## src/design/pad_strobe_image_loader_core_macros.svh

```systemverilog
// assertion macros shared by the pad strobe image loader modules
// no dependencies; taken in by the files that check their own logic
`ifndef PAD_STROBE_IMAGE_LOADER_CORE_MACROS_SVH
`define PAD_STROBE_IMAGE_LOADER_CORE_MACROS_SVH

// same-cycle implication, disabled in reset
`define PSIL_ASSERT_NOW(lbl, clk, rst_n, ante, cons) \
    lbl: assert property (@(posedge clk) disable iff (!rst_n) (ante) |-> (cons)) \
        else $error("psil check failed");

// next-cycle implication, disabled in reset
`define PSIL_ASSERT_NEXT(lbl, clk, rst_n, ante, cons) \
    lbl: assert property (@(posedge clk) disable iff (!rst_n) (ante) |=> (cons)) \
        else $error("psil check failed");

`endif

```

## src/design/psil_pkg.sv

```systemverilog
// types, constants and helper functions of the pad strobe image loader
// no dependencies
`timescale 1ns / 1ps

package psil_pkg;

    localparam int PAD_W        = 16;
    localparam int OFS_W        = 25;
    localparam int SIZE_W       = 24;
    localparam int MODE_W       = 6;
    localparam int ITYPE_W      = 2;
    localparam int LA_W         = 32;
    localparam int R1_BIT       = 3;
    localparam int LEFT_BIT     = 15;
    localparam int HEADER_BYTES = 7;
    // last header byte is used straight from the receiver, never stored
    localparam int HDR_STORE    = HEADER_BYTES - 1;
    localparam int HIDX_W       = $clog2(HEADER_BYTES);
    localparam int SKIP_FROM    = 128;
    localparam int SKIP_TO      = 2048;
    localparam int QUEUE_DEPTH_DEF = 2;

    localparam logic [MODE_W-1:0]  WIDE_MODE = 6'd2;
    localparam logic [ITYPE_W-1:0] SKIP_TYPE = 2'd1;
    localparam logic [7:0]         LA_TOP    = 8'h80;

    localparam logic KIND_DATA   = 1'b0;
    localparam logic KIND_HEADER = 1'b1;

    typedef enum logic [2:0] {
        PH_WAIT_HDR,
        PH_HDR,
        PH_WAIT_DATA,
        PH_DATA,
        PH_DONE
    } t_phase;

    // one unit of work handed from the front to the back
    typedef struct packed {
        logic                     kind;
        logic                     triple;
        logic [2:0][7:0]          bytes;
        logic [OFS_W-1:0]         ofs;
        logic                     skip;
        logic                     launch;
        logic [23:0]              la_low;
        logic [SIZE_W-1:0]        size;
        logic [MODE_W-1:0]        mode;
        logic [ITYPE_W-1:0]       img_type;
    } t_job;

    typedef struct packed {
        logic push;
        t_job job;
    } t_push_req;

    typedef struct packed {
        logic valid;
        t_job job;
    } t_q_head;

    typedef struct packed {
        logic                     kind;
        logic [OFS_W-1:0]         offset;
        logic [7:0]               data_byte;
        logic [LA_W-1:0]          load_address;
        logic [SIZE_W-1:0]        image_size;
        logic [MODE_W-1:0]        link_mode;
        logic [ITYPE_W-1:0]       image_type;
        logic                     launch;
        logic                     last;
    } t_result;

    // advance the write offset by step bytes, jumping from 128 to 2048 when skip is set
    function automatic logic [OFS_W-1:0] psil_adv(input logic [OFS_W-1:0] ofs,
                                                  input logic [1:0]       step,
                                                  input logic             skip);
        logic [OFS_W-1:0] sum;
        sum = ofs + OFS_W'(step);
        if (skip && (ofs < OFS_W'(SKIP_FROM)) && (sum >= OFS_W'(SKIP_FROM))) begin
            sum = sum + OFS_W'(SKIP_TO - SKIP_FROM);
        end
        return sum;
    endfunction

endpackage

```

## src/design/psil_if.sv

```systemverilog
// valid/ready channel interfaces for pad samples and loader results
// depends on psil_pkg
`timescale 1ns / 1ps

interface psil_in_if import psil_pkg::*; ();
    logic             valid;
    logic             ready;
    logic [PAD_W-1:0] pad_state;

    modport source (output valid, output pad_state, input ready);
    modport sink   (input valid, input pad_state, output ready);
endinterface

interface psil_out_if import psil_pkg::*; ();
    logic                valid;
    logic                ready;
    logic                kind;
    logic [OFS_W-1:0]    offset;
    logic [7:0]          data_byte;
    logic [LA_W-1:0]     load_address;
    logic [SIZE_W-1:0]   image_size;
    logic [MODE_W-1:0]   link_mode;
    logic [ITYPE_W-1:0]  image_type;
    logic                launch;
    logic                last;

    modport source (output valid, output kind, output offset, output data_byte,
                    output load_address, output image_size, output link_mode,
                    output image_type, output launch, output last, input ready);
    modport sink   (input valid, input kind, input offset, input data_byte,
                    input load_address, input image_size, input link_mode,
                    input image_type, input launch, input last, output ready);
endinterface

```

## src/design/pad_strobe_image_loader_core.sv

```systemverilog
// pad strobe image loader, top level: front end, job queue and back end
// a sample's first result passes the queue, the back-end job register and the output register
// a sample is accepted every cycle while the job queue has room; results leave one per cycle
// while o_res is ready; a 14-button sample's three writes hold the back end until all are out
// reset: synchronous active-low i_rst_n clears phase, receiver, counters and queue;
// header bytes and payload registers are not reset
`timescale 1ns / 1ps

module pad_strobe_image_loader_core import psil_pkg::*; #(
    parameter int QUEUE_DEPTH = QUEUE_DEPTH_DEF
) (
    input  logic       i_clk,
    input  logic       i_rst_n,
    psil_in_if.sink    i_pad,
    psil_out_if.source o_res
);

    // job handoff from the front end into the queue
    t_push_req  push_req;
    // queue full back-pressures the pad channel directly
    logic       q_full;
    // head of the queue, consumed by the back end
    t_q_head    q_head;
    logic       q_pop;

    // front end: waits for R1 release, receives bytes on strobe rising edges,
    // decodes the header once, then tracks the write offset and the launch test
    psil_front u_front (
        .i_clk    (i_clk),
        .i_rst_n  (i_rst_n),
        .i_pad    (i_pad),
        .i_q_full (q_full),
        .o_push   (push_req)
    );

    // decouples sample intake from result delivery so either side can stall
    psil_queue #(
        .DEPTH (QUEUE_DEPTH)
    ) u_queue (
        .i_clk   (i_clk),
        .i_rst_n (i_rst_n),
        .i_push  (push_req),
        .i_pop   (q_pop),
        .o_full  (q_full),
        .o_head  (q_head)
    );

    // back end: turns each job into one header report or one/three byte writes,
    // one result transaction per cycle while o_res is ready, via a registered output stage
    psil_back u_back (
        .i_clk   (i_clk),
        .i_rst_n (i_rst_n),
        .i_head  (q_head),
        .o_pop   (q_pop),
        .o_res   (o_res)
    );

endmodule

```

## src/design/psil_front.sv

```systemverilog
// front end: phase sequencing, strobe edge receiver, header decode, offset and launch
// depends on psil_pkg and psil_in_if
`timescale 1ns / 1ps

module psil_front import psil_pkg::*; (
    input  logic         i_clk,
    input  logic         i_rst_n,
    psil_in_if.sink      i_pad,
    input  logic         i_q_full,
    output t_push_req    o_push
);

    t_phase                 r_phase, n_phase;
    logic                   r_prev, n_prev;
    logic [1:0]             r_ec, n_ec;
    logic [2:0][7:0]        r_acc, n_acc;
    logic [7:0]             r_hdr [HDR_STORE];
    logic [HIDX_W-1:0]      r_hidx, n_hidx;
    logic [SIZE_W-1:0]      r_size, n_size;
    logic [MODE_W-1:0]      r_mode, n_mode;
    logic [ITYPE_W-1:0]     r_type, n_type;
    logic [OFS_W-1:0]       r_ofs, n_ofs;

    logic                   fire;
    logic [PAD_W-1:0]       pad;
    logic                   wide;
    logic                   strobe;
    logic                   rise;
    logic                   byte_done;
    logic                   hdr_we;
    logic                   hdr_done;
    logic                   launch_now;
    logic [OFS_W-1:0]       ofs_adv;

    assign i_pad.ready = !i_q_full;
    assign fire        = i_pad.valid && i_pad.ready;
    assign pad         = i_pad.pad_state;
    assign wide        = (r_phase == PH_DATA) && (r_mode == WIDE_MODE);
    assign strobe      = wide ? pad[LEFT_BIT] : pad[R1_BIT];
    assign rise        = strobe && (strobe != r_prev);
    assign ofs_adv     = psil_adv(r_ofs, wide ? 2'd3 : 2'd1, r_type == SKIP_TYPE);

    // next phase
    always_comb begin
        n_phase = r_phase;
        case (r_phase)
            PH_WAIT_HDR: begin
                if (fire && !pad[R1_BIT]) n_phase = PH_HDR;
            end
            PH_HDR: begin
                if (hdr_done) n_phase = PH_WAIT_DATA;
            end
            PH_WAIT_DATA: begin
                if (fire && !pad[R1_BIT]) n_phase = PH_DATA;
            end
            PH_DATA: begin
                if (launch_now) n_phase = PH_DONE;
            end
            PH_DONE: begin
                n_phase = PH_DONE;
            end
            default: begin
                n_phase = PH_WAIT_HDR;
            end
        endcase
    end

    // receiver, header decode and job build
    always_comb begin
        n_prev     = r_prev;
        n_ec       = r_ec;
        n_acc      = r_acc;
        n_hidx     = r_hidx;
        n_size     = r_size;
        n_mode     = r_mode;
        n_type     = r_type;
        n_ofs      = r_ofs;
        byte_done  = 1'b0;
        hdr_we     = 1'b0;
        hdr_done   = 1'b0;
        launch_now = 1'b0;
        o_push     = '0;

        if (fire && ((r_phase == PH_HDR) || (r_phase == PH_DATA))) begin
            if (strobe != r_prev) n_prev = strobe;
            if (rise) begin
                n_ec = 2'(r_ec + 2'd1);
                if (wide) begin
                    case (r_ec)
                        2'd0: begin
                            n_acc[0] = pad[7:0];
                            n_acc[1] = {4'b0000, pad[13:10] | {3'b000, pad[8]}};
                        end
                        2'd1: begin
                            n_acc[2] = pad[7:0];
                            n_acc[1] = r_acc[1] | {pad[13:10] | {3'b000, pad[8]}, 4'b0000};
                        end
                        default: begin
                        end
                    endcase
                    byte_done = (r_ec != 2'd0);
                end else begin
                    case (r_ec)
                        2'd0: n_acc[0] = {5'b00000, pad[2:0]};
                        2'd1: n_acc[0] = r_acc[0] | {2'b00, pad[2:0], 3'b000};
                        2'd2: n_acc[0] = r_acc[0] | {pad[1:0], 6'b000000};
                        default: begin
                        end
                    endcase
                    byte_done = (r_ec >= 2'd2);
                end
                if (byte_done) n_ec = 2'd0;
            end
        end

        if (byte_done && (r_phase == PH_HDR)) begin
            if (r_hidx == HIDX_W'(HDR_STORE)) begin
                hdr_done             = 1'b1;
                n_hidx               = '0;
                n_size               = {r_hdr[2], r_hdr[1], r_hdr[0]};
                n_mode               = r_hdr[3][MODE_W-1:0];
                n_type               = r_hdr[3][7:6];
                o_push.push          = 1'b1;
                o_push.job.kind      = KIND_HEADER;
                o_push.job.la_low    = {n_acc[0], r_hdr[5], r_hdr[4]};
                o_push.job.size      = {r_hdr[2], r_hdr[1], r_hdr[0]};
                o_push.job.mode      = r_hdr[3][MODE_W-1:0];
                o_push.job.img_type  = r_hdr[3][7:6];
            end else begin
                hdr_we = 1'b1;
                n_hidx = HIDX_W'(r_hidx + 1'b1);
            end
        end

        if (byte_done && (r_phase == PH_DATA)) begin
            n_ofs              = ofs_adv;
            launch_now         = (r_size != '0) && (ofs_adv != '0) &&
                                 (ofs_adv >= {1'b0, r_size});
            o_push.push        = 1'b1;
            o_push.job.kind    = KIND_DATA;
            o_push.job.triple  = wide;
            o_push.job.bytes   = n_acc;
            o_push.job.ofs     = r_ofs;
            o_push.job.skip    = (r_type == SKIP_TYPE);
            o_push.job.launch  = launch_now;
        end
    end

    always_ff @(posedge i_clk) begin
        if (!i_rst_n) begin
            r_phase <= PH_WAIT_HDR;
            r_prev  <= 1'b0;
            r_ec    <= '0;
            r_acc   <= '0;
            r_hidx  <= '0;
            r_size  <= '0;
            r_mode  <= '0;
            r_type  <= '0;
            r_ofs   <= '0;
        end else begin
            r_phase <= n_phase;
            r_prev  <= n_prev;
            r_ec    <= n_ec;
            r_acc   <= n_acc;
            r_hidx  <= n_hidx;
            r_size  <= n_size;
            r_mode  <= n_mode;
            r_type  <= n_type;
            r_ofs   <= n_ofs;
        end
    end

    // header bytes, no reset: each is written before it is read
    always_ff @(posedge i_clk) begin
        if (hdr_we) begin
            r_hdr[r_hidx] <= n_acc[0];
        end
    end

endmodule

```

## src/design/psil_queue.sv

```systemverilog
// short job queue between the front and the back
// depends on psil_pkg and the assertion macro header
`timescale 1ns / 1ps
`include "pad_strobe_image_loader_core_macros.svh"

module psil_queue import psil_pkg::*; #(
    parameter int DEPTH = QUEUE_DEPTH_DEF
) (
    input  logic       i_clk,
    input  logic       i_rst_n,
    input  t_push_req  i_push,
    input  logic       i_pop,
    output logic       o_full,
    output t_q_head    o_head
);

    localparam int PTR_W = $clog2(DEPTH);
    localparam int CNT_W = $clog2(DEPTH + 1);

    t_job               r_mem [DEPTH];
    logic [PTR_W-1:0]   r_wr, n_wr;
    logic [PTR_W-1:0]   r_rd, n_rd;
    logic [CNT_W-1:0]   r_count, n_count;
    logic               do_push;
    logic               do_pop;

    assign o_full       = (r_count == CNT_W'(DEPTH));
    assign do_push      = i_push.push && !o_full;
    assign do_pop       = i_pop && (r_count != '0);
    assign o_head.valid = (r_count != '0);
    assign o_head.job   = r_mem[r_rd];

    always_comb begin
        n_wr    = r_wr;
        n_rd    = r_rd;
        n_count = r_count;
        if (do_push) begin
            n_wr = (r_wr == PTR_W'(DEPTH - 1)) ? '0 : PTR_W'(r_wr + 1'b1);
        end
        if (do_pop) begin
            n_rd = (r_rd == PTR_W'(DEPTH - 1)) ? '0 : PTR_W'(r_rd + 1'b1);
        end
        if (do_push && !do_pop) begin
            n_count = CNT_W'(r_count + 1'b1);
        end else if (do_pop && !do_push) begin
            n_count = CNT_W'(r_count - 1'b1);
        end
    end

    always_ff @(posedge i_clk) begin
        if (!i_rst_n) begin
            r_wr    <= '0;
            r_rd    <= '0;
            r_count <= '0;
        end else begin
            r_wr    <= n_wr;
            r_rd    <= n_rd;
            r_count <= n_count;
        end
    end

    always_ff @(posedge i_clk) begin
        if (do_push) begin
            r_mem[r_wr] <= i_push.job;
        end
    end

    `PSIL_ASSERT_NOW(a_count_range, i_clk, i_rst_n, 1'b1, r_count <= CNT_W'(DEPTH))
    `PSIL_ASSERT_NOW(a_no_drop, i_clk, i_rst_n, i_push.push, !o_full)
    `PSIL_ASSERT_NOW(a_pop_nonempty, i_clk, i_rst_n, i_pop, r_count != '0)

endmodule

```

## src/design/psil_back.sv

```systemverilog
// back end: expands jobs into result transactions through a registered output
// depends on psil_pkg, psil_out_if and the assertion macro header
`timescale 1ns / 1ps
`include "pad_strobe_image_loader_core_macros.svh"

module psil_back import psil_pkg::*; (
    input  logic       i_clk,
    input  logic       i_rst_n,
    input  t_q_head    i_head,
    output logic       o_pop,
    psil_out_if.source o_res
);

    logic              r_busy, n_busy;
    t_job              r_job, n_job;
    logic [1:0]        r_idx, n_idx;
    logic [OFS_W-1:0]  r_cur, n_cur;
    logic              r_out_valid, n_out_valid;
    t_result           r_out, n_out;

    logic              load_out;
    logic              item_last;

    assign load_out  = r_busy && (!r_out_valid || o_res.ready);
    assign item_last = !r_job.triple || (r_idx == 2'd2);
    assign o_pop     = i_head.valid && (!r_busy || (load_out && item_last));

    always_comb begin
        n_busy      = r_busy;
        n_job       = r_job;
        n_idx       = r_idx;
        n_cur       = r_cur;
        n_out_valid = r_out_valid;
        n_out       = r_out;

        if (load_out) begin
            n_out_valid = 1'b1;
            n_out       = '0;
            n_out.kind  = r_job.kind;
            n_out.last  = item_last;
            if (r_job.kind == KIND_HEADER) begin
                n_out.load_address = {LA_TOP, r_job.la_low};
                n_out.image_size   = r_job.size;
                n_out.link_mode    = r_job.mode;
                n_out.image_type   = r_job.img_type;
            end else begin
                n_out.offset    = r_cur;
                n_out.data_byte = r_job.bytes[r_idx];
                n_out.launch    = r_job.launch && item_last;
            end
        end else if (o_res.ready) begin
            n_out_valid = 1'b0;
        end

        if (o_pop) begin
            n_busy = 1'b1;
            n_job  = i_head.job;
            n_idx  = '0;
            n_cur  = i_head.job.ofs;
        end else if (load_out && item_last) begin
            n_busy = 1'b0;
        end else if (load_out) begin
            n_idx = 2'(r_idx + 2'd1);
            n_cur = psil_adv(r_cur, 2'd1, r_job.skip);
        end
    end

    always_ff @(posedge i_clk) begin
        if (!i_rst_n) begin
            r_busy      <= 1'b0;
            r_idx       <= '0;
            r_out_valid <= 1'b0;
        end else begin
            r_busy      <= n_busy;
            r_idx       <= n_idx;
            r_out_valid <= n_out_valid;
        end
    end

    always_ff @(posedge i_clk) begin
        r_job <= n_job;
        r_cur <= n_cur;
        r_out <= n_out;
    end

    assign o_res.valid        = r_out_valid;
    assign o_res.kind         = r_out.kind;
    assign o_res.offset       = r_out.offset;
    assign o_res.data_byte    = r_out.data_byte;
    assign o_res.load_address = r_out.load_address;
    assign o_res.image_size   = r_out.image_size;
    assign o_res.link_mode    = r_out.link_mode;
    assign o_res.image_type   = r_out.image_type;
    assign o_res.launch       = r_out.launch;
    assign o_res.last         = r_out.last;

    `PSIL_ASSERT_NOW(a_launch_is_last, i_clk, i_rst_n, r_out_valid && r_out.launch, r_out.last)
    `PSIL_ASSERT_NOW(a_idx_range, i_clk, i_rst_n, r_busy, r_idx != 2'd3)
    `PSIL_ASSERT_NEXT(a_triple_continues, i_clk, i_rst_n, load_out && !item_last, r_busy)

endmodule
```

## src/flat_wrapper.sv

```systemverilog
// flat-port wrapper written by rule: the top's interface ports become plain ports
module pad_strobe_image_loader_core_flat import psil_pkg::*;
#(
    parameter int QUEUE_DEPTH = QUEUE_DEPTH_DEF
)
  (i_clk, i_rst_n, i_pad_valid, i_pad_pad_state, i_pad_ready, o_res_valid, o_res_kind, o_res_offset, o_res_data_byte, o_res_load_address, o_res_image_size, o_res_link_mode, o_res_image_type, o_res_launch, o_res_last, o_res_ready);
  psil_in_if i_pad_i ();
  psil_out_if o_res_i ();
  input  logic i_clk;
  input  logic i_rst_n;
  input wire logic [$bits(i_pad_i.valid)-1:0] i_pad_valid;
  input wire logic [$bits(i_pad_i.pad_state)-1:0] i_pad_pad_state;
  output wire logic [$bits(i_pad_i.ready)-1:0] i_pad_ready;
  output wire logic [$bits(o_res_i.valid)-1:0] o_res_valid;
  output wire logic [$bits(o_res_i.kind)-1:0] o_res_kind;
  output wire logic [$bits(o_res_i.offset)-1:0] o_res_offset;
  output wire logic [$bits(o_res_i.data_byte)-1:0] o_res_data_byte;
  output wire logic [$bits(o_res_i.load_address)-1:0] o_res_load_address;
  output wire logic [$bits(o_res_i.image_size)-1:0] o_res_image_size;
  output wire logic [$bits(o_res_i.link_mode)-1:0] o_res_link_mode;
  output wire logic [$bits(o_res_i.image_type)-1:0] o_res_image_type;
  output wire logic [$bits(o_res_i.launch)-1:0] o_res_launch;
  output wire logic [$bits(o_res_i.last)-1:0] o_res_last;
  input wire logic [$bits(o_res_i.ready)-1:0] o_res_ready;
  assign i_pad_i.valid = i_pad_valid;
  assign i_pad_i.pad_state = i_pad_pad_state;
  assign i_pad_ready = i_pad_i.ready;
  assign o_res_valid = o_res_i.valid;
  assign o_res_kind = o_res_i.kind;
  assign o_res_offset = o_res_i.offset;
  assign o_res_data_byte = o_res_i.data_byte;
  assign o_res_load_address = o_res_i.load_address;
  assign o_res_image_size = o_res_i.image_size;
  assign o_res_link_mode = o_res_i.link_mode;
  assign o_res_image_type = o_res_i.image_type;
  assign o_res_launch = o_res_i.launch;
  assign o_res_last = o_res_i.last;
  assign o_res_i.ready = o_res_ready;
  pad_strobe_image_loader_core #(.QUEUE_DEPTH(QUEUE_DEPTH)) u_core (.i_clk(i_clk), .i_rst_n(i_rst_n), .i_pad(i_pad_i), .o_res(o_res_i));
endmodule
```

## config.mk

```make
export PLATFORM = sky130hd
export DESIGN_NAME = pad_strobe_image_loader_core_flat
export DESIGN_NICKNAME = d
export VERILOG_FILES = /design/src/design/psil_pkg.sv /design/src/design/psil_if.sv /design/src/design/pad_strobe_image_loader_core.sv /design/src/design/psil_front.sv /design/src/design/psil_queue.sv /design/src/design/psil_back.sv /design/src/flat_wrapper.sv
export VERILOG_INCLUDE_DIRS = /design/src /design/src/design
export SDC_FILE = /design/constraint.sdc
export NUM_CORES = 1
export LEC_CHECK = 0
export ABC_CLOCK_PERIOD_IN_PS = 16700
export BUFFER_PORTS_ARGS = -buffer_cell sky130_fd_sc_hd__buf_2
export CAP_MARGIN = 20
export CORE_MARGIN = 1
export CORE_UTILIZATION = 36
export CTS_CLUSTER_DIAMETER = 150
export DETAILED_ROUTE_END_ITERATION = 16
export GPL_TIMING_DRIVEN = 0
export HOLD_SLACK_MARGIN = 0.12
export PLACE_DENSITY = 0.55
export SYNTH_ARGS = -nofsm -noshare
export SYNTH_HDL_FRONTEND = slang
export SYNTH_SLANG_ARGS = --single-unit
```

## constraint.sdc

```tcl
create_clock -name i_clk -period 16.7 [get_ports i_clk]
set_input_delay 0.835 -clock i_clk [delete_from_list [all_inputs] [get_ports i_clk]]
set_output_delay 0.835 -clock i_clk [all_outputs]
set_load 0.01 [all_outputs]
```

# ---- After elaboration in Yosys (flattened, before gate mapping)
# Memory sizes are Yosys's and may differ from the RTL's. A register that Yosys moved wholly into a read port is not among the register bits.
# Cells that the tools add are included.
dict set report classes {
  add_sub_neg 11
  magnitude_cmp 7
  n_eq_ne 17
  n_mux 54
  bitwise_logic 6
  n_reduce_logical 49
}
# operator n
set ops {}
lappend ops {{2-to-1 mux 25 bit} 5}
lappend ops {{2-to-1 mux 56 bit} 2}
lappend ops {{2-to-1 mux 64 bit} 1}
lappend ops {{2-to-1 mux 54 bit} 1}
lappend ops {{adder 25 x 11 -> 25 bit, second input constant} 2}
lappend ops {{greater-or-equal comparator 25 x 8 -> 1 bit, second input constant} 2}
lappend ops {{< comparator 25 x 8 -> 1 bit, second input constant} 2}
lappend ops {{2-to-1 mux 24 bit} 2}
lappend ops {{2-to-1 mux 8 bit} 4}
lappend ops {{adder 25 x 1 -> 25 bit, second input constant} 1}
lappend ops {{adder 25 x 2 -> 25 bit} 1}
lappend ops {{greater-or-equal comparator 25 x 24 -> 1 bit} 1}
lappend ops {{nonzero test 25 bit} 1}
lappend ops {{case mux 8 bit (3 select lines)} 1}
lappend ops {{nonzero test 24 bit} 1}
lappend ops {{2-to-1 mux 1 bit} 23}
lappend ops {{logical AND 1 bit} 21}
lappend ops {{binary-select mux 8 bit (select 2 bit)} 1}
lappend ops {{2-to-1 mux 16 bit} 1}
lappend ops {{bitwise OR 8 bit} 2}
lappend ops {{case mux 8 bit (2 select lines)} 1}
lappend ops {{2-to-1 mux 3 bit} 5}
lappend ops {{case mux 3 bit (5 select lines)} 1}
lappend ops {{2-to-1 mux 2 bit} 6}
lappend ops {{other kinds (26)} 56}
dict set report word_totals {
  regBits 307
  mem_bits_rw 266
  input_bits 20
  output_inout_bits 102
  wordCells 185
  mem_count 2
}
# name depth width rd rd_ports_with_merged_regs wr line
set mem_list {}
lappend mem_list {u_core.u_queue.r_mem 2 109 1 1 1 psil_queue.sv:20} ;# t_job r_mem [DEPTH];
lappend mem_list {u_core.u_front.r_hdr 6 8 6 0 1 psil_front.sv:17} ;# logic [7:0] r_hdr [HDR_STORE];

# ---- Depth between registers and ports, before layout
dict set report logic_depth {
  ltp_word 17
  mapped_depth 24
  depth_no_buf 24
}

# ---- Hierarchy
# From an unflattened synthesis, not the netlist that was laid out.
dict set report hier_totals {
  cells_unflattened 1822
  hier_area_um2 23940.5
}
# module n_inst cells_each area_per_inst_um2 seq_area_each_um2
set by_module_without_submodules {}
lappend by_module_without_submodules {psil_back 1 573 8361.8 6115.9}
lappend by_module_without_submodules {psil_queue 1 364 8126.5 6646.4}
lappend by_module_without_submodules {psil_front 1 885 7452.1 3243.1}

# ---- Worst setup path before layout
# Ideal clock, no wire load.
dict set report synth_path {
  kind {reg-to-reg}
  from {reg u_core.u_front.r_mode[2], read port of u_core.u_front.r_hdr}
  to {mem u_core.u_queue.r_mem[0][0] in the netlist's numbering, enable pin}
  setup_ns 0.613
  arrival_ns 8.381
  t_required_ns 16.087
  slack_ns 7.706
  stages_incl_launch_ff 13
  n_path_buf 3
  synth_period_minus_slack_ns 8.994
  cell_sequence {dfxtp_1 > nor4_1 > nand3b_1 > nor2_1 > mux2_2 > ha_1 > nand4_1 > or4_1 > clkbuf_1 > or3_1 > clkbuf_1 > clkbuf_1 > a21oi_1}
}
dict set report synth_via {
  elab_chain_len 13
  elab_cells_between_ends 17
  classes_between {eq/ne: 2; mux: 10; reduce/logical: 5}
}
# element line
set synth_rtl {}
lappend synth_rtl {{start: declaration} psil_front.sv:20} ;# logic [MODE_W-1:0] r_mode, n_mode;
lappend synth_rtl {{equality test 6 x 2 -> 1 bit *} psil_front.sv:38} ;# assign wide = (r_phase == PH_DATA) && (r_mode == WIDE_MODE);
lappend synth_rtl {{logical AND 1 bit *} psil_front.sv:38}
lappend synth_rtl {{2-to-1 mux 1 bit *} psil_front.sv:39} ;# assign strobe = wide ? pad[LEFT_BIT] : pad[R1_BIT];
lappend synth_rtl {{net u_core.u_front.strobe} psil_front.sv:27} ;# logic strobe;
lappend synth_rtl {{!= test 1 bit} psil_front.sv:40} ;# assign rise = strobe && (strobe != r_prev);
lappend synth_rtl {{logical AND 1 bit *} psil_front.sv:40}
lappend synth_rtl {{2-to-1 mux 1 bit *} psil_front.sv:86} ;# if (rise) begin
lappend synth_rtl {{2-to-1 mux 1 bit *} psil_front.sv:84} ;# if (fire && ((r_phase == PH_HDR) || (r_phase == PH_DATA))) begin
lappend synth_rtl {{logical AND 1 bit} psil_front.sv:116} ;# if (byte_done && (r_phase == PH_HDR)) begin
lappend synth_rtl {{2-to-1 mux 2 bit} psil_front.sv:116}
lappend synth_rtl {{2-to-1 mux 54 bit *} psil_front.sv:135} ;# if (byte_done && (r_phase == PH_DATA)) begin
lappend synth_rtl {{logical AND 1 bit *} psil_queue.sv:28} ;# assign do_push = i_push.push && !o_full;
lappend synth_rtl {{2-to-1 mux 1 bit *} psil_queue.sv:63} ;# if (do_push) begin
lappend synth_rtl {{2-to-1 mux 1 bit (implied by the code) *} psil_queue.sv:64} ;# r_mem[r_wr] <= i_push.job;
lappend synth_rtl {{end: declaration} psil_queue.sv:20}
# Mark *: on every way through the listed nets, which the timed path passes. The rest lies on a longest branch. The select of a mux whose other input is x is not followed.

==> run summary <==
The run finished with clean final reports. The leakage power came out at 8.20 nW. The final-report max-slew violation count was 0. The core region is 64800 um2.

The count of antenna-violating nets left after detailed routing came out at 0. For this run, the top clock speed supported by timing is ~140 MHz. Summed over all nets, the half-perimeter wirelength after detailed placement is 39.4 mm.

Across all layers, the routed design uses ~14000 vias. VDD sags by at most ~0.000063 V. Of the total synthesized cell area, the portion taken by XOR and XNOR cells is 0.0269. After detailed routing, the number of remaining DRC violations is 0. The arrival time at the worst endpoint came out at 7.61 ns. Once the clock tree was built, the resizer swapped 0 gates to a different size. The final count of negative-setup-slack endpoints came out at 0. STA classifies the critical path startpoint as a flip-flop. Setup repair after global routing left no endpoint under its margin. The longest clock path from root to sink contains 3 buffers. The clock-pin slew reported for the worst setup and hold paths after clock tree synthesis came out at 0.07 ns.

In this run the most critical hold path is launched from u_core.u_front.r_acc[15]. The overall fraction of global-route tracks in use is 0.166. The via count of the first global-routing pass came out at 13900. The final setup slack of the worst path is 9.37 ns.

The path class of the tightest hold or removal check is flip-flop to flip-flop. The data required time of the worst path is ~17 ns. The largest net degree at the start of global routing is 92.

The number of max-cap violations came out at 0. The logic depth of the worst register-to-register path came out at 17. Dividing the final minimum period by the clock period gives 0.439. The cell sitting at the root of the clock tree is a sky130_fd_sc_hd__clkbuf_16.

The share of flip-flops with an asynchronous set or reset after synthesis is 0. The number of enable-type register cells in the synthesized netlist came out at 467. For the pin with the worst max-slew slack, the measured transition is slightly above 1 ns. For this configuration, the core starts out at a cell density of 0.367. The number of hold violations in the final report is 0. After clock tree synthesis, the flow added hold-fix buffers numbering 0. Among cell families on the critical path, the largest total delay comes from simple AND/OR/NAND/NOR gates. Of the total synthesized cell area, the portion taken by AND, OR, NAND and NOR gates is 0.136. The launching point of the worst reg2reg path is u_core.u_front.r_mode[2]. The count of pins on the block boundary is 122.

The cell area after technology mapping came out at 23800 um2. The worst setup path is of the flip-flop to flip-flop kind. The largest incremental delay on the critical path came out at 0.86 ns. The number of cells on the worst hold path is 2. The number of clock buffers inserted by TritonCTS came out at 56. The area fraction in compound gates after synthesis came out at 0.0583. The worst setup path is captured at a flip-flop. Dividing the synthesized area by the synthesized cell count gives 13.6 um2. The total routed wirelength came out at 55.9 mm. Ranked by total cell area, the synthesized netlist is headed by sky130_fd_sc_hd__edfxtp_1 (59%), sky130_fd_sc_hd__dfxtp_1 (8.3%), sky130_fd_sc_hd__and2_1 (4.5%), sky130_fd_sc_hd__mux2_2 (4.2%), sky130_fd_sc_hd__ha_1 (1.9%).

The ratio of cells with drive above 1 in the final layout came out at 0.173. The final worst clock skew came out at 0.0238 ns. Synthesis inferred 566 register bits. The remaining global-route overflow came out at 0. The critical path goes through nor4_1 > nand3b_1 > nor2_1 > ha_1 > a21oi_1 > or3_1 > nor3_1 > a31oi_1 > or3_4 > o41ai_4 > o21ai_0 > ha_1 > nand4_1 > or4_1 > a31oi_1 > o32ai_1 > a221oi_1. The repair_antennas step left the layout with diodes totalling 0. The count of distinct cell types in the synthesized netlist is 74. Counting every sink on the clock net gives 566. The proportion of synthesized area in mux cells came out at 0.0569. The number of nets in the layout came out at 1992. By area, the combinational part of the netlist is dominated by simple AND/OR/NAND/NOR gates. The number of antenna violations at the first check in global routing came out at 2. At the end of routability-driven placement, the weighted congestion stood at 0.891. The placement row count came out at between 90 and 100. The path with the worst hold slack has its endpoint at u_core.u_front.r_acc[15].

Of the synthesized area, sequential elements account for 0.674. The post-CTS repair timing setup buffer count is 0. The number of levels the H-tree was split into came out at 2.

In the final routed layout, each cell accounts on average for 19.7 um. The worst-path cell with the longest stage delay is sky130_fd_sc_hd__a221oi_1. The number of buffers and inverters on the critical path is 0. Synthesis produced 1749 cells. The top-area cell type share of the netlist area is 0.590.

The first global-routing pass estimated 84.2 mm of wire. In the layout the commonest cells are sky130_fd_sc_hd__edfxtp_1 (467), sky130_fd_sc_hd__and2_1 (171), sky130_fd_sc_hd__buf_2 (117). The number of optimization iterations in the first detailed-route pass is 5. The final critical delay including setup and external delays came out at 7.33 ns. Leaving out fill and tap cells, the most frequent cell in the layout is sky130_fd_sc_hd__edfxtp_1. The height of the die is ~260 um. The count of synthesis-stage warnings from yosys is 0. The ratio of routed vias to standard cells came out at 4.93. Of the total synthesized cell area, the portion taken by full adders, half adders and majority gates is 0.0203. Measured against its own limit, the worst slew margin works out to 0.320. For this run, the leading register cell type out of synthesis is sky130_fd_sc_hd__edfxtp_1. The later pin in the worst-skew pair is clocked with a latency of 0.62 ns. The overall die width is between 200 and 300 um.

TritonCTS built the clock tree. The ratio of total power to cell area came out at 101 nW/um2. The synthesis-to-layout area growth is 15.6%. The floorplan step defined a die boundary enclosing roughly 67000 um2.

The number of buffers added on ports came out at 111. In this run the worst path has a maximum fanout of 9. The post-route setup TNS came out at 0 ns. The worst slack at placement came out at roughly 9.5 ns. Setup slack on the worst reg-to-reg path comes out at 9.37 ns. The number of DRC violations after detailed-routing iteration 0 came out at 891. The capturing point of the worst reg2reg path is u_core.u_queue.r_mem[1][56]. The synthesized design spends more area on one cell type than any other, namely sky130_fd_sc_hd__edfxtp_1.
[registers in the layout, indices dropped and copies added, names as in the netlist, 3 cells and up, named ones only]
| register | count |
|---|---|
| u_core.u_queue.r_mem | 218 |
| u_core.u_back.r_job | 84 |
| u_core.u_front.r_hdr | 48 |
| u_core.u_back.o_res.load_address | 25 |
| u_core.u_back.o_res.offset | 25 |
| u_core.u_back.r_cur | 25 |
| u_core.u_front.r_ofs | 25 |
| u_core.u_back.o_res.image_size | 24 |
| u_core.u_front.r_acc | 24 |
| u_core.u_front.r_size | 24 |
| u_core.u_back.o_res.data_byte | 8 |
| u_core.u_back.o_res.link_mode | 6 |
| u_core.u_front.r_mode | 6 |
| u_core.u_front.r_hidx | 3 |
| u_core.u_front.r_phase | 3 |
[per-layer routing]
metal | wire length, um | vias up | global-route usage
li1 | - | 6699 | -
met1 | 25300 | 6899 | 0.221
met2 | 26500 | 285 | 0.272
met3 | 2290 | 86 | 0.0266
met4 | 1770 | 0 | 0.0626
met5 | 0 | - | 0
[cells by family after synthesis]
kind of cell	after synthesis
compound gates	208
buf+inv	154
mux	124
fa+ha+maj	38
other cells	1
simple gates	585
flops	566
xor+xnor	73
[worst reg2reg max path, delay by kind of cell, from the launching register on]
family	cells	cell delay, ns
AO/OA/AOI/OAI	7	2.55
adder cells (fa/ha/maj)	2	0.64
flip-flops	1	0.31
AND/OR/NAND/NOR	8	3.53
[how the worst max path moves through the flow]
stage	startpoint	endpoint	slack, ns	cells after the start
global route	u_core.u_front.r_mode[2]	u_core.u_queue.r_mem[1][56]	9.10	18
global placement	u_core.u_front.r_mode[2]	u_core.u_queue.r_mem[0][22]	2.72	12
detailed placement	u_core.u_front.r_mode[2]	u_core.u_queue.r_mem[1][56]	9.52	17
finish	u_core.u_front.r_mode[2]	u_core.u_queue.r_mem[1][56]	9.37	17
CTS	u_core.u_front.r_mode[2]	u_core.u_queue.r_mem[1][56]	9.52	18
floorplan	u_core.u_front.r_mode[2]	u_core.u_queue.r_mem[0][0]	7.71	12
[synthesized netlist by cell type, types with 14 or more instances]
cell	count
sky130_fd_sc_hd__o21a_1	36
sky130_fd_sc_hd__nor2b_1	55
sky130_fd_sc_hd__buf_4	16
sky130_fd_sc_hd__xor2_1	22
sky130_fd_sc_hd__a211oi_1	14
sky130_fd_sc_hd__nand2_1	78
sky130_fd_sc_hd__dfxtp_1	99
sky130_fd_sc_hd__nor2_1	108
sky130_fd_sc_hd__xnor2_1	51
sky130_fd_sc_hd__nor3_1	22
sky130_fd_sc_hd__nor4_1	25
sky130_fd_sc_hd__mux2i_1	36
sky130_fd_sc_hd__mux2_2	88
sky130_fd_sc_hd__a21oi_1	52
sky130_fd_sc_hd__ha_1	37
sky130_fd_sc_hd__nand4_1	26
sky130_fd_sc_hd__and2_1	172
sky130_fd_sc_hd__nand3_1	28
sky130_fd_sc_hd__clkbuf_1	72
sky130_fd_sc_hd__edfxtp_1	467
sky130_fd_sc_hd__o21ai_0	35
sky130_fd_sc_hd__inv_1	47
[report_power, final]
group | switching (mW) | internal (mW)
combinational | 0.0134 | 0.00566
sequential | 0.000370 | 1.51
clock | 0.531 | 0.729
[final cells by class]
class	instances	area [um2]
Fill cell	5977	37300
Multi-Input combinational cell	1035	7140
Sequential cell	566	16000
Clock inverter	25	246
Inverter	49	189
Timing Repair Buffer	121	741
Buffer	105	489
Clock buffer	78	1600
Tap cell	855	1070
[through the flow]
step / hold WS [ns] / total power [mW] / instances / instance area [um2] / utilization
after detailed placement: 0.465 / 1.56 / 2729 / 25600 / 0.395
after floorplan: 0.424 / 1.55 / 1755 / 23800 / -
final: 0.479 / 2.79 / 2834 / 27500 / 0.424
after CTS: 0.479 / 2.82 / 2832 / 27500 / 0.424
after global routing: 0.502 / 2.87 / 2834 / 27500 / 0.424
after global placement: 0.452 / 1.56 / 2721 / 25400 / 0.392
Power figures use the tool's default switching activity.
